## src/design/rtc_register_file_emulator_assert.svh

```systemverilog
// Assertion helpers for the RTC register file emulator.
// Both sample on i_clk and are disabled while i_rst_n is low.
`ifndef RTC_REGISTER_FILE_EMULATOR_ASSERT_SVH
`define RTC_REGISTER_FILE_EMULATOR_ASSERT_SVH

// Consequent must hold in the same cycle as the antecedent
`define RFE_ASSERT_SAME(lbl, ante, cons, msg) \
    lbl: assert property (@(posedge i_clk) disable iff (!i_rst_n) (ante) |-> (cons)) \
        else $error(msg);

// Consequent must hold in the cycle after the antecedent
`define RFE_ASSERT_NEXT(lbl, ante, cons, msg) \
    lbl: assert property (@(posedge i_clk) disable iff (!i_rst_n) (ante) |=> (cons)) \
        else $error(msg);

`endif

```

## src/design/rtcrfe_pkg.sv

```systemverilog
package rtcrfe_pkg;

    // Default backing store depth
    localparam int NVRAM_DEPTH_DEF = 256;

    // Transaction actions
    localparam logic [1:0] ACT_WRITE  = 2'd0;
    localparam logic [1:0] ACT_READ   = 2'd1;
    localparam logic [1:0] ACT_UPDATE = 2'd2;

    // Configuration register indexes
    localparam logic CFG_CHIP_TYPE = 1'b0;
    localparam logic CFG_NVRAM_EN  = 1'b1;

    // Chip layouts
    localparam logic CHIP_DS = 1'b0;
    localparam logic CHIP_MC = 1'b1;

    // Register addresses and masks
    localparam logic [7:0] DS_ADDR_MASK  = 8'h3F;
    localparam logic [7:0] DS_REG_HOUR   = 8'h02;
    localparam logic [7:0] DS_LAST_TIME  = 8'h06;
    localparam logic [7:0] DS_REG_CTRL   = 8'h07;
    localparam logic [7:0] DS_HOUR_MASK  = 8'h3F;
    localparam logic [7:0] DS_CTRL_MASK  = 8'h93;
    localparam logic [7:0] MC_LAST_TIME  = 8'h09;
    localparam logic [7:0] MC_REG_A      = 8'h0A;
    localparam logic [7:0] MC_REG_B      = 8'h0B;
    localparam logic [7:0] MC_REG_C      = 8'h0C;
    localparam logic [7:0] MC_REG_D      = 8'h0D;
    localparam logic [7:0] MC_FILTER_MAX = 8'h0D;
    localparam logic [7:0] MC_A_MASK     = 8'h7F;
    localparam logic [7:0] MC_B_SET      = 8'h02;
    localparam logic [7:0] MC_D_VALUE    = 8'h80;
    localparam logic [7:0] STORE_BLANK   = 8'hFF;

    // Last step of a clock update sweep
    localparam logic [2:0] UPD_LAST = 3'd6;

    typedef enum logic [2:0] {
        ST_IDLE,
        ST_WR,
        ST_WRES,
        ST_RD,
        ST_RRES
    } t_state;

    // Store access request from the sequencer
    typedef struct packed {
        logic       rd_en;
        logic [7:0] rd_addr;
        logic       wr_en;
        logic [7:0] wr_addr;
        logic [7:0] wr_data;
    } t_store_req;

    // Binary to BCD: v + 6 * (v / 10), division by reciprocal (exact for every 8-bit input)
    function automatic logic [7:0] to_bcd(input logic [7:0] v);
        logic [15:0] prod;
        logic [7:0]  q;
        logic [7:0]  six_q;
        prod  = 16'(v) * 16'd205;
        q     = prod[15:11] == 5'd0 ? prod[10:3] >> 8 : 8'(prod >> 11);
        six_q = 8'(q * 8'd6);
        return 8'(v + six_q);
    endfunction

    // BCD to binary: v - 6 * (v >> 4), modulo 256
    function automatic logic [7:0] from_bcd(input logic [7:0] v);
        logic [7:0] hi;
        hi = {4'd0, v[7:4]};
        return 8'(v - 8'(hi * 8'd6));
    endfunction

    // MC146818 time register order for a clock update sweep
    function automatic logic [7:0] mc_upd_addr(input logic [2:0] k);
        logic [7:0] a;
        case (k)
            3'd0:    a = 8'h00;
            3'd1:    a = 8'h02;
            3'd2:    a = 8'h04;
            3'd3:    a = 8'h06;
            3'd4:    a = 8'h07;
            3'd5:    a = 8'h08;
            3'd6:    a = 8'h09;
            default: a = 8'h00;
        endcase
        return a;
    endfunction

endpackage

```

## src/design/rtcrfe_store.sv

```systemverilog
module rtcrfe_store
    import rtcrfe_pkg::*;
#(
    parameter int NVRAM_DEPTH = NVRAM_DEPTH_DEF
) (
    input  logic       i_clk,
    input  logic       i_rst_n,
    input  t_store_req i_req,
    output logic [7:0] o_rd_data
);

    localparam int AW = $clog2(NVRAM_DEPTH);

    logic [7:0]             r_mem [NVRAM_DEPTH];
    logic [NVRAM_DEPTH-1:0] r_valid;
    logic [7:0]             r_rd_data;

    // Write port
    always_ff @(posedge i_clk) begin
        if (i_req.wr_en) begin
            r_mem[i_req.wr_addr[AW-1:0]] <= i_req.wr_data;
        end
    end

    // Mark written entries; unwritten ones read as blank
    always_ff @(posedge i_clk) begin
        if (!i_rst_n) begin
            r_valid <= '0;
        end else if (i_req.wr_en) begin
            r_valid[i_req.wr_addr[AW-1:0]] <= 1'b1;
        end
    end

    // Registered read port
    always_ff @(posedge i_clk) begin
        if (i_req.rd_en) begin
            r_rd_data <= r_valid[i_req.rd_addr[AW-1:0]] ?
                         r_mem[i_req.rd_addr[AW-1:0]] : STORE_BLANK;
        end
    end

    assign o_rd_data = r_rd_data;

endmodule

```

## src/design/rtc_register_file_emulator.sv

```systemverilog
// RTC register file emulator, DS1307 or MC146818 register layout.
// Bus read: the store is read in ST_RD and the result is loaded into the output register in ST_RRES.
// Bus write: ST_WR, then ST_WRES when a clock-set request is issued; dropped writes return to idle from ST_WR.
// Clock update: seven results issued one a cycle from the store read pipe while the output slot is free.
// One transaction at a time; a pending result that is not taken stalls the sequencer.
// Synchronous active-low reset; store entries read 0xFF until written (valid bits).
`include "rtc_register_file_emulator_assert.svh"

module rtc_register_file_emulator
    import rtcrfe_pkg::*;
#(
    parameter int NVRAM_DEPTH = NVRAM_DEPTH_DEF
) (
    input  logic       i_clk,
    input  logic       i_rst_n,
    // configuration
    input  logic       i_cfg_we,
    input  logic       i_cfg_index,
    input  logic       i_cfg_wdata,
    // input channel
    input  logic       i_in_valid,
    output logic       o_in_ready,
    input  logic [1:0] i_action,
    input  logic [7:0] i_reg_address,
    input  logic [7:0] i_write_data,
    input  logic [6:0] i_clk_year,
    input  logic [3:0] i_clk_month,
    input  logic [4:0] i_clk_day,
    input  logic [2:0] i_clk_weekday,
    input  logic [4:0] i_clk_hour,
    input  logic [5:0] i_clk_minute,
    input  logic [5:0] i_clk_second,
    // output channel
    output logic       o_out_valid,
    input  logic       i_out_ready,
    output logic       o_kind,
    output logic [7:0] o_out_address,
    output logic [7:0] o_out_data,
    output logic       o_last,
    output logic [7:0] o_set_year,
    output logic [7:0] o_set_month,
    output logic [7:0] o_set_day,
    output logic [7:0] o_set_hour,
    output logic [7:0] o_set_minute,
    output logic [7:0] o_set_second
);

    t_state r_state, n_state;

    logic       r_chip, r_nv_en;
    logic [7:0] r_addr, r_data;
    logic [2:0] r_k;
    logic       r_is_upd;
    logic [7:0] r_t_sec, r_t_min, r_t_hour, r_t_wday, r_t_day, r_t_mon, r_t_year;
    logic [7:0] r_a_sec, r_a_min, r_a_hour;
    logic       r_bcd;
    logic [7:0] r_prev_addr, r_prev_data;
    logic       r_prev_valid;

    logic       r_out_valid, r_kind, r_last;
    logic [7:0] r_out_addr, r_out_data;
    logic [7:0] r_set_year, r_set_month, r_set_day, r_set_hour, r_set_min, r_set_sec;

    logic       n_kind, n_last;
    logic [7:0] n_out_addr, n_out_data;

    t_store_req store_req;
    logic [7:0] rd_data;

    logic       accept, slot_free, load_out, k_inc;
    logic [7:0] cur_a, nxt_a, sget, tsel, other, enc, rd_value;
    logic       use_t;
    logic [7:0] wa, dsrc, dec;
    logic       drop, emits, store_case;

    // Backing store
    rtcrfe_store #(
        .NVRAM_DEPTH (NVRAM_DEPTH)
    ) u_store (
        .i_clk     (i_clk),
        .i_rst_n   (i_rst_n),
        .i_req     (store_req),
        .o_rd_data (rd_data)
    );

    assign accept    = i_in_valid && o_in_ready;
    assign slot_free = !r_out_valid || i_out_ready;

    // Read address of the current and the following sweep step
    always_comb begin
        if (r_is_upd) begin
            cur_a = (r_chip == CHIP_MC) ? mc_upd_addr(r_k) : {5'd0, r_k};
            nxt_a = (r_chip == CHIP_MC) ? mc_upd_addr(3'(r_k + 3'd1)) : {5'd0, 3'(r_k + 3'd1)};
        end else begin
            cur_a = (r_chip == CHIP_MC) ? r_addr : (r_addr & DS_ADDR_MASK);
            nxt_a = cur_a;
        end
    end

    // Decode a register read
    always_comb begin
        sget  = (!r_nv_en || !(32'(cur_a) < NVRAM_DEPTH)) ? STORE_BLANK : rd_data;
        use_t = 1'b0;
        tsel  = r_t_sec;
        other = sget;
        if (r_chip == CHIP_DS) begin
            case (cur_a)
                8'h00:   begin use_t = 1'b1; tsel = r_t_sec;  end
                8'h01:   begin use_t = 1'b1; tsel = r_t_min;  end
                8'h02:   begin use_t = 1'b1; tsel = r_t_hour; end
                8'h03:   begin use_t = 1'b1; tsel = r_t_wday; end
                8'h04:   begin use_t = 1'b1; tsel = r_t_day;  end
                8'h05:   begin use_t = 1'b1; tsel = r_t_mon;  end
                8'h06:   begin use_t = 1'b1; tsel = r_t_year; end
                DS_REG_CTRL: other = 8'h00;
                default: other = sget;
            endcase
        end else begin
            case (cur_a)
                8'h00:    begin use_t = 1'b1; tsel = r_t_sec;  end
                8'h01:    begin use_t = 1'b1; tsel = r_a_sec;  end
                8'h02:    begin use_t = 1'b1; tsel = r_t_min;  end
                8'h03:    begin use_t = 1'b1; tsel = r_a_min;  end
                8'h04:    begin use_t = 1'b1; tsel = r_t_hour; end
                8'h05:    begin use_t = 1'b1; tsel = r_a_hour; end
                8'h06:    begin use_t = 1'b1; tsel = r_t_wday; end
                8'h07:    begin use_t = 1'b1; tsel = r_t_day;  end
                8'h08:    begin use_t = 1'b1; tsel = r_t_mon;  end
                8'h09:    begin use_t = 1'b1; tsel = r_t_year; end
                MC_REG_A: other = sget & MC_A_MASK;
                MC_REG_B: other = sget | MC_B_SET;
                MC_REG_C: other = 8'h00;
                MC_REG_D: other = MC_D_VALUE;
                default:  other = sget;
            endcase
        end
        enc      = (r_chip == CHIP_DS || r_bcd) ? to_bcd(tsel) : tsel;
        rd_value = use_t ? enc : other;
    end

    // Decode a register write
    always_comb begin
        wa   = (r_chip == CHIP_MC) ? r_addr : (r_addr & DS_ADDR_MASK);
        drop = (r_chip == CHIP_MC) && r_prev_valid && (r_prev_addr == r_addr) &&
               (r_prev_data == r_data) && (r_addr <= MC_FILTER_MAX);
        dsrc = (r_chip == CHIP_DS && wa == DS_REG_HOUR) ? (r_data & DS_HOUR_MASK) : r_data;
        dec  = (r_chip == CHIP_DS || r_bcd) ? from_bcd(dsrc) : dsrc;
        if (r_chip == CHIP_DS) begin
            emits      = wa <= DS_LAST_TIME;
            store_case = wa >= DS_REG_CTRL;
        end else begin
            emits      = !drop && (wa <= MC_LAST_TIME);
            store_case = (wa == MC_REG_A) || (wa > MC_REG_D);
        end
    end

    // Sequencer: next state, store access and result load
    always_comb begin
        n_state           = r_state;
        o_in_ready        = 1'b0;
        load_out          = 1'b0;
        k_inc             = 1'b0;
        store_req.rd_en   = 1'b0;
        store_req.rd_addr = cur_a;
        store_req.wr_en   = 1'b0;
        store_req.wr_addr = wa;
        if (r_chip == CHIP_DS && wa == DS_REG_CTRL) begin
            store_req.wr_data = r_data & DS_CTRL_MASK;
        end else if (r_chip == CHIP_MC && wa == MC_REG_A) begin
            store_req.wr_data = r_data & MC_A_MASK;
        end else begin
            store_req.wr_data = r_data;
        end
        n_kind     = 1'b0;
        n_out_addr = cur_a;
        n_out_data = rd_value;
        n_last     = !r_is_upd || (r_k == UPD_LAST);
        case (r_state)
            ST_IDLE: begin
                o_in_ready = 1'b1;
                if (i_in_valid) begin
                    case (i_action)
                        ACT_WRITE:  n_state = ST_WR;
                        ACT_READ:   n_state = ST_RD;
                        ACT_UPDATE: n_state = ST_RD;
                        default:    n_state = ST_IDLE;
                    endcase
                end
            end
            ST_WR: begin
                store_req.wr_en = !drop && r_nv_en && store_case &&
                                  (32'(wa) < NVRAM_DEPTH);
                n_state = emits ? ST_WRES : ST_IDLE;
            end
            ST_WRES: begin
                n_kind     = 1'b1;
                n_out_addr = wa;
                n_out_data = r_data;
                n_last     = 1'b1;
                if (slot_free) begin
                    load_out = 1'b1;
                    n_state  = ST_IDLE;
                end
            end
            ST_RD: begin
                store_req.rd_en = 32'(cur_a) < NVRAM_DEPTH;
                n_state         = ST_RRES;
            end
            ST_RRES: begin
                if (slot_free) begin
                    load_out = 1'b1;
                    if (r_is_upd && r_k != UPD_LAST) begin
                        // overlap the next sweep read with this result
                        k_inc             = 1'b1;
                        store_req.rd_addr = nxt_a;
                        store_req.rd_en   = 32'(nxt_a) < NVRAM_DEPTH;
                    end else begin
                        n_state = ST_IDLE;
                    end
                end
            end
            default: n_state = ST_IDLE;
        endcase
    end

    // State register
    always_ff @(posedge i_clk) begin
        if (!i_rst_n) begin
            r_state <= ST_IDLE;
        end else begin
            r_state <= n_state;
        end
    end

    // Configuration registers
    always_ff @(posedge i_clk) begin
        if (!i_rst_n) begin
            r_chip  <= CHIP_DS;
            r_nv_en <= 1'b1;
        end else if (i_cfg_we) begin
            case (i_cfg_index)
                CFG_CHIP_TYPE: r_chip  <= i_cfg_wdata;
                CFG_NVRAM_EN:  r_nv_en <= i_cfg_wdata;
                default:       r_chip  <= r_chip;
            endcase
        end
    end

    // Capture the accepted transaction
    always_ff @(posedge i_clk) begin
        if (accept) begin
            r_addr <= i_reg_address;
            r_data <= i_write_data;
        end
    end

    // Sweep step counter
    always_ff @(posedge i_clk) begin
        if (!i_rst_n) begin
            r_k      <= '0;
            r_is_upd <= 1'b0;
        end else if (accept) begin
            r_k      <= '0;
            r_is_upd <= (i_action == ACT_UPDATE);
        end else if (k_inc) begin
            r_k <= 3'(r_k + 3'd1);
        end
    end

    // Time, alarm and mode state: load on clock update, decode on bus write
    always_ff @(posedge i_clk) begin
        if (!i_rst_n) begin
            r_t_sec  <= 8'd0;
            r_t_min  <= 8'd0;
            r_t_hour <= 8'd0;
            r_t_wday <= 8'd0;
            r_t_day  <= 8'd1;
            r_t_mon  <= 8'd1;
            r_t_year <= 8'd0;
            r_a_sec  <= 8'd0;
            r_a_min  <= 8'd0;
            r_a_hour <= 8'd0;
            r_bcd    <= 1'b1;
        end else if (accept && i_action == ACT_UPDATE) begin
            r_t_year <= 8'(i_clk_year);
            r_t_mon  <= 8'(i_clk_month);
            r_t_day  <= 8'(i_clk_day);
            r_t_wday <= 8'(i_clk_weekday);
            r_t_hour <= 8'(i_clk_hour);
            r_t_min  <= 8'(i_clk_minute);
            r_t_sec  <= 8'(i_clk_second);
        end else if (r_state == ST_WR && !drop) begin
            if (r_chip == CHIP_DS) begin
                case (wa)
                    8'h00:   r_t_sec  <= dec;
                    8'h01:   r_t_min  <= dec;
                    8'h02:   r_t_hour <= dec;
                    8'h03:   r_t_wday <= dec;
                    8'h04:   r_t_day  <= dec;
                    8'h05:   r_t_mon  <= dec;
                    8'h06:   r_t_year <= dec;
                    default: r_bcd    <= r_bcd;
                endcase
            end else begin
                case (wa)
                    8'h00:    r_t_sec  <= dec;
                    8'h01:    r_a_sec  <= dec;
                    8'h02:    r_t_min  <= dec;
                    8'h03:    r_a_min  <= dec;
                    8'h04:    r_t_hour <= dec;
                    8'h05:    r_a_hour <= dec;
                    8'h06:    r_t_wday <= dec;
                    8'h07:    r_t_day  <= dec;
                    8'h08:    r_t_mon  <= dec;
                    8'h09:    r_t_year <= dec;
                    MC_REG_B: r_bcd    <= !r_data[2];
                    default:  r_bcd    <= r_bcd;
                endcase
            end
        end
    end

    // Remember the last write that was not filtered
    always_ff @(posedge i_clk) begin
        if (!i_rst_n) begin
            r_prev_addr  <= 8'd0;
            r_prev_data  <= 8'd0;
            r_prev_valid <= 1'b0;
        end else if (r_state == ST_WR && !drop) begin
            r_prev_addr  <= r_addr;
            r_prev_data  <= r_data;
            r_prev_valid <= 1'b1;
        end
    end

    // Output register: hold until taken
    always_ff @(posedge i_clk) begin
        if (!i_rst_n) begin
            r_out_valid <= 1'b0;
        end else if (load_out) begin
            r_out_valid <= 1'b1;
        end else if (i_out_ready) begin
            r_out_valid <= 1'b0;
        end
    end

    always_ff @(posedge i_clk) begin
        if (load_out) begin
            r_kind      <= n_kind;
            r_out_addr  <= n_out_addr;
            r_out_data  <= n_out_data;
            r_last      <= n_last;
            r_set_year  <= n_kind ? r_t_year : 8'd0;
            r_set_month <= n_kind ? r_t_mon  : 8'd0;
            r_set_day   <= n_kind ? r_t_day  : 8'd0;
            r_set_hour  <= n_kind ? r_t_hour : 8'd0;
            r_set_min   <= n_kind ? r_t_min  : 8'd0;
            r_set_sec   <= n_kind ? r_t_sec  : 8'd0;
        end
    end

    assign o_out_valid   = r_out_valid;
    assign o_kind        = r_kind;
    assign o_out_address = r_out_addr;
    assign o_out_data    = r_out_data;
    assign o_last        = r_last;
    assign o_set_year    = r_set_year;
    assign o_set_month   = r_set_month;
    assign o_set_day     = r_set_day;
    assign o_set_hour    = r_set_hour;
    assign o_set_minute  = r_set_min;
    assign o_set_second  = r_set_sec;

    // Checks on the sequencer
    `RFE_ASSERT_SAME(a_load_free, load_out, slot_free, "result loaded over a pending one")
    `RFE_ASSERT_SAME(a_wr_state, store_req.wr_en, r_state == ST_WR, "store write outside write step")
    `RFE_ASSERT_SAME(a_sweep_len, r_state == ST_RRES && r_is_upd, r_k <= UPD_LAST, "sweep overrun")
    `RFE_ASSERT_NEXT(a_last_idle, load_out && n_last, r_state == ST_IDLE, "last result not ending")

endmodule
```

## config.mk

```make
export PLATFORM = sky130hd
export DESIGN_NAME = rtc_register_file_emulator
export DESIGN_NICKNAME = d
export VERILOG_FILES = /design/src/design/rtcrfe_pkg.sv /design/src/design/rtcrfe_store.sv /design/src/design/rtc_register_file_emulator.sv
export VERILOG_INCLUDE_DIRS = /design/src /design/src/design
export SDC_FILE = /design/constraint.sdc
export NUM_CORES = 2
export LEC_CHECK = 0
export BUFFER_PORTS_ARGS = -buffer_cell sky130_fd_sc_hd__buf_2
export CAP_MARGIN = 10
export CORE_ASPECT_RATIO = 1.4
export CORE_MARGIN = 2
export CORE_UTILIZATION = 57
export CTS_CLUSTER_SIZE = 28
export DETAILED_ROUTE_END_ITERATION = 8
export PLACE_DENSITY = 0.69
export SLEW_MARGIN = 20
export SYNTH_ARGS = -nofsm -noshare
export SYNTH_HDL_FRONTEND = slang
export SYNTH_HIERARCHICAL = 1
export SYNTH_SLANG_ARGS = --single-unit
```

## constraint.sdc

```tcl
create_clock -name i_clk -period 13.13 [get_ports i_clk]
set_input_delay 1.9695 -clock i_clk [delete_from_list [all_inputs] [get_ports i_clk]]
set_output_delay 1.9695 -clock i_clk [all_outputs]
set_load 0.01 [all_outputs]
```

==> impl_metrics.ini <==
[timing]
min_period_over_period = 0.801
tns_ns = 0
worst_hold_slack_ns = 0.458
period_needed_ns = 10.52
timing.fmax_mhz = 95.1
report.final.slew_viol_count = 0
relSlewSlack = 0.204
setup-violations-final = 0
rsz0062_at_grt = no
finalHoldViolCount = 0
worst_slew_pin_slew_ns = 1.19
fin_skew_ns = 0.0364

[finish]
area_growth_pct = 10.5
nets = 5668
drive_gt1_frac = 0.230
n_fill_cell = 12100
largest_reg_flops = 2048

[worst_setup_path]
critPathMaxStageDelay_ns = 0.72
worstPathRequired_ns = 13.74
worstSetupEndpointType = flip-flop
start_kind = flip-flop
crit_arrival_ns = 11.13
cp_top_family = adder cells
cp_max_fo = 22
worstSetupPathType = reg2reg
crit_top_cell = ha_1
cpMaxStageDelayCell = a22oi_1
worst-path-buf-inv = 4

[hold_path]
hold_path_class = reg2reg

[power]
p_int_mw = 12.9
ir_drop_uv = 163
combPwrFrac = 0.089
sw_frac_of_total = 0.229
power_density_nw_per_um2 = 151
clkPwrFrac = 0.391
leakage_nw = 36.2
seq_power_share = 0.521
power.switching_mw = 3.83

[global_routing]
grt_start_max_net_pins = 221
antenna_found_initial = 10
met1_usage = 0.365
grt_usage = 0.283
overflow = 0
grt_busiest_layer = met2
use_met3 = 0.0452
grt_pass1_wl_um = 363000
met2_usage = 0.471
grt_pass1_vias = 52300

[logic_synthesis]
synthFlopType = edfxtp_1
syn_area_um2 = 100000
async_flop_share = 0
synth_edf_count = 2138
synth.distinct_cells = 87
synth_seq_cells = 2502
syn-instance-count = 5386
synth_nets = 5530
synth_warnings = 6
ys_seq_area_frac = 0.712
avgSynthCellArea_um2 = 18.6

[routing]
vias = 52100
drt-vias-per-instance = 6.48
routed_wl_um = 251000
drt_first_pass_iters = 5
drtIter0Drc = 5615
routedWlPerCell_um = 31.3
postRouteAntennaNets = 0
drc = 0

[floorplan]
fp.dieH_um = 500
top_level_ports = 129
rows = 182
die_w_um = 359
dieArea_um2 = 179000
start_util = 0.572
core_um2 = 175000

[clock_network]
clockBufferDepth = 3
clk_pin_slew_ns = 0.07
post_cts_buffers = 0
cts_tree = done
h-tree-depth = 4
cts_resized = 0
numClockSinks = 2502
insertion_delay_ns = 0.88
cts_hold_buf = 0
ctsRootBufferMaster = clkbuf_16
cts_buffers = 223

[run_status]
status = finished, final reports clean

[job]
drv_cap = 0

[placed_design]
gp_congestion = 0.922
dp_hpwl_um = 157000
portBuffers = 128
-- path summary, 6_finish.rpt --
path / start / endpoint / slack, ns / cells after the start
worst min register to register: u_store/r_valid[87] / u_store/r_valid[87] / 0.46 / 1
worst max-delay path: r_k[0] / o_out_data[7] / 2.61 / 38
worst min-delay path: u_store/r_valid[87] / u_store/r_valid[87] / 0.46 / 1
worst max register to register: r_k[0] / o_out_data[7] / 2.61 / 38
-- power groups by stage --
| stage | Clock (mW) | Sequential (mW) | Combinational (mW) |
|---|---|---|---|
| 2_1_floorplan | 0 | 8.94 | 0.960 |
| 3_3_place_gp | 0 | 8.89 | 1.48 |
| 3_5_place_dp | 0 | 8.89 | 1.49 |
| 4_1_cts | 6.64 | 8.71 | 1.49 |
| 5_1_grt | 6.94 | 8.71 | 1.57 |
| 6_report | 6.54 | 8.72 | 1.48 |
-- routing by layer --
layer	vias up	wire length [um]
li1	22000	-
met1	27400	92900
met2	2200	127000
met3	502	17500
met4	12	13900
met5	-	75
-- cells in the final DEF, fill, tap and decap left out, drive strengths merged, types with 22 or more instances in the layout --
cell type,instances
a211oi,23
a21oi,91
a22oi,48
and2,57
buf,238
clkbuf,303
clkinv,93
dfxtp,364
edfxtp,2138
ha,68
inv,74
mux2i,179
mux4,670
nand2,178
nand3,39
nor2,434
nor2b,26
nor3,59
o211ai,24
o21a,260
o21ai,45
o22ai,38
xnor2,22
-- cell families after synthesis --
group,after synthesis,synth area share
DFF,2502,0.712
and+or+nand+nor,893,0.0404
muxes,859,0.169
AOI/OAI and AO/OA,622,0.0446
buffers and inverters,391,0.0186
adders and majority gates,83,0.0115
xor gates and xnor gates,36,0.00314
-- metrics by stage --
| step | util | instances | worst slack [ns] | area, um^2 | power, mW |
|---|---|---|---|---|---|
| floorplan | - | 5386 | 3.74 | 100000 | 9.90 |
| finish | 0.632 | 8031 | 2.61 | 111000 | 16.7 |
| global placement | 0.589 | 7595 | 2.38 | 103000 | 10.4 |
| detailed placement | 0.589 | 7595 | 2.49 | 103000 | 10.4 |
| CTS | 0.632 | 8022 | 2.42 | 111000 | 16.8 |
| global route | 0.632 | 8027 | 1.93 | 111000 | 17.2 |
-- synthesized netlist by cell type, drive strengths merged (5+ instances only) --
master  count  area, um^2
a222oi     13         130
or4         6        52.6
fa         15         300
or3        10        67.6
o221ai      7        61.3
mux2i     179        1790
nand3b      5        37.5
nor3       59         330
a21o       11        82.6
edfxtp   2138       64200
o22ai      38         238
xor2       14         123
nor3b      10        75.1
a21oi      91         459
a211oi     23         173
o21ai      45         229
o21a      260        1950
nand2     178         671
mux4      670       15100
o211ai     24         213
a211o       5        43.8
inv        66         248
nand4      20         125
nand3      39         195
clkbuf    165         619
ha         68         851
a311oi      5        50.0
nor2      434        1630
dfxtp     364        7290
mux2       10         113
buf       160         997
xnor2      22         193
a22oi      48         360
a22o       10        87.6
o41ai       8        70.1
or2         8        50.1
nand2b     17         106
and2       57         359
nor2b      26         163
nor4        7        56.3
a31oi       7        58.8
and3        7        43.8
-- area by class of cell --
type,instances,area [um^2],area share
Antenna cell,5,12.5,0.000113
Clock inverter,124,1230,0.0111
Timing Repair Buffer,238,1680,0.0152
Tap cell,2300,2880,0.0260
Sequential cell,2502,71500,0.645
Clock buffer,303,6190,0.0559
Multi-Input combinational cell,2493,27100,0.245
Inverter,66,253,0.00228
Note: power is estimated with default switching activity, not from simulation.
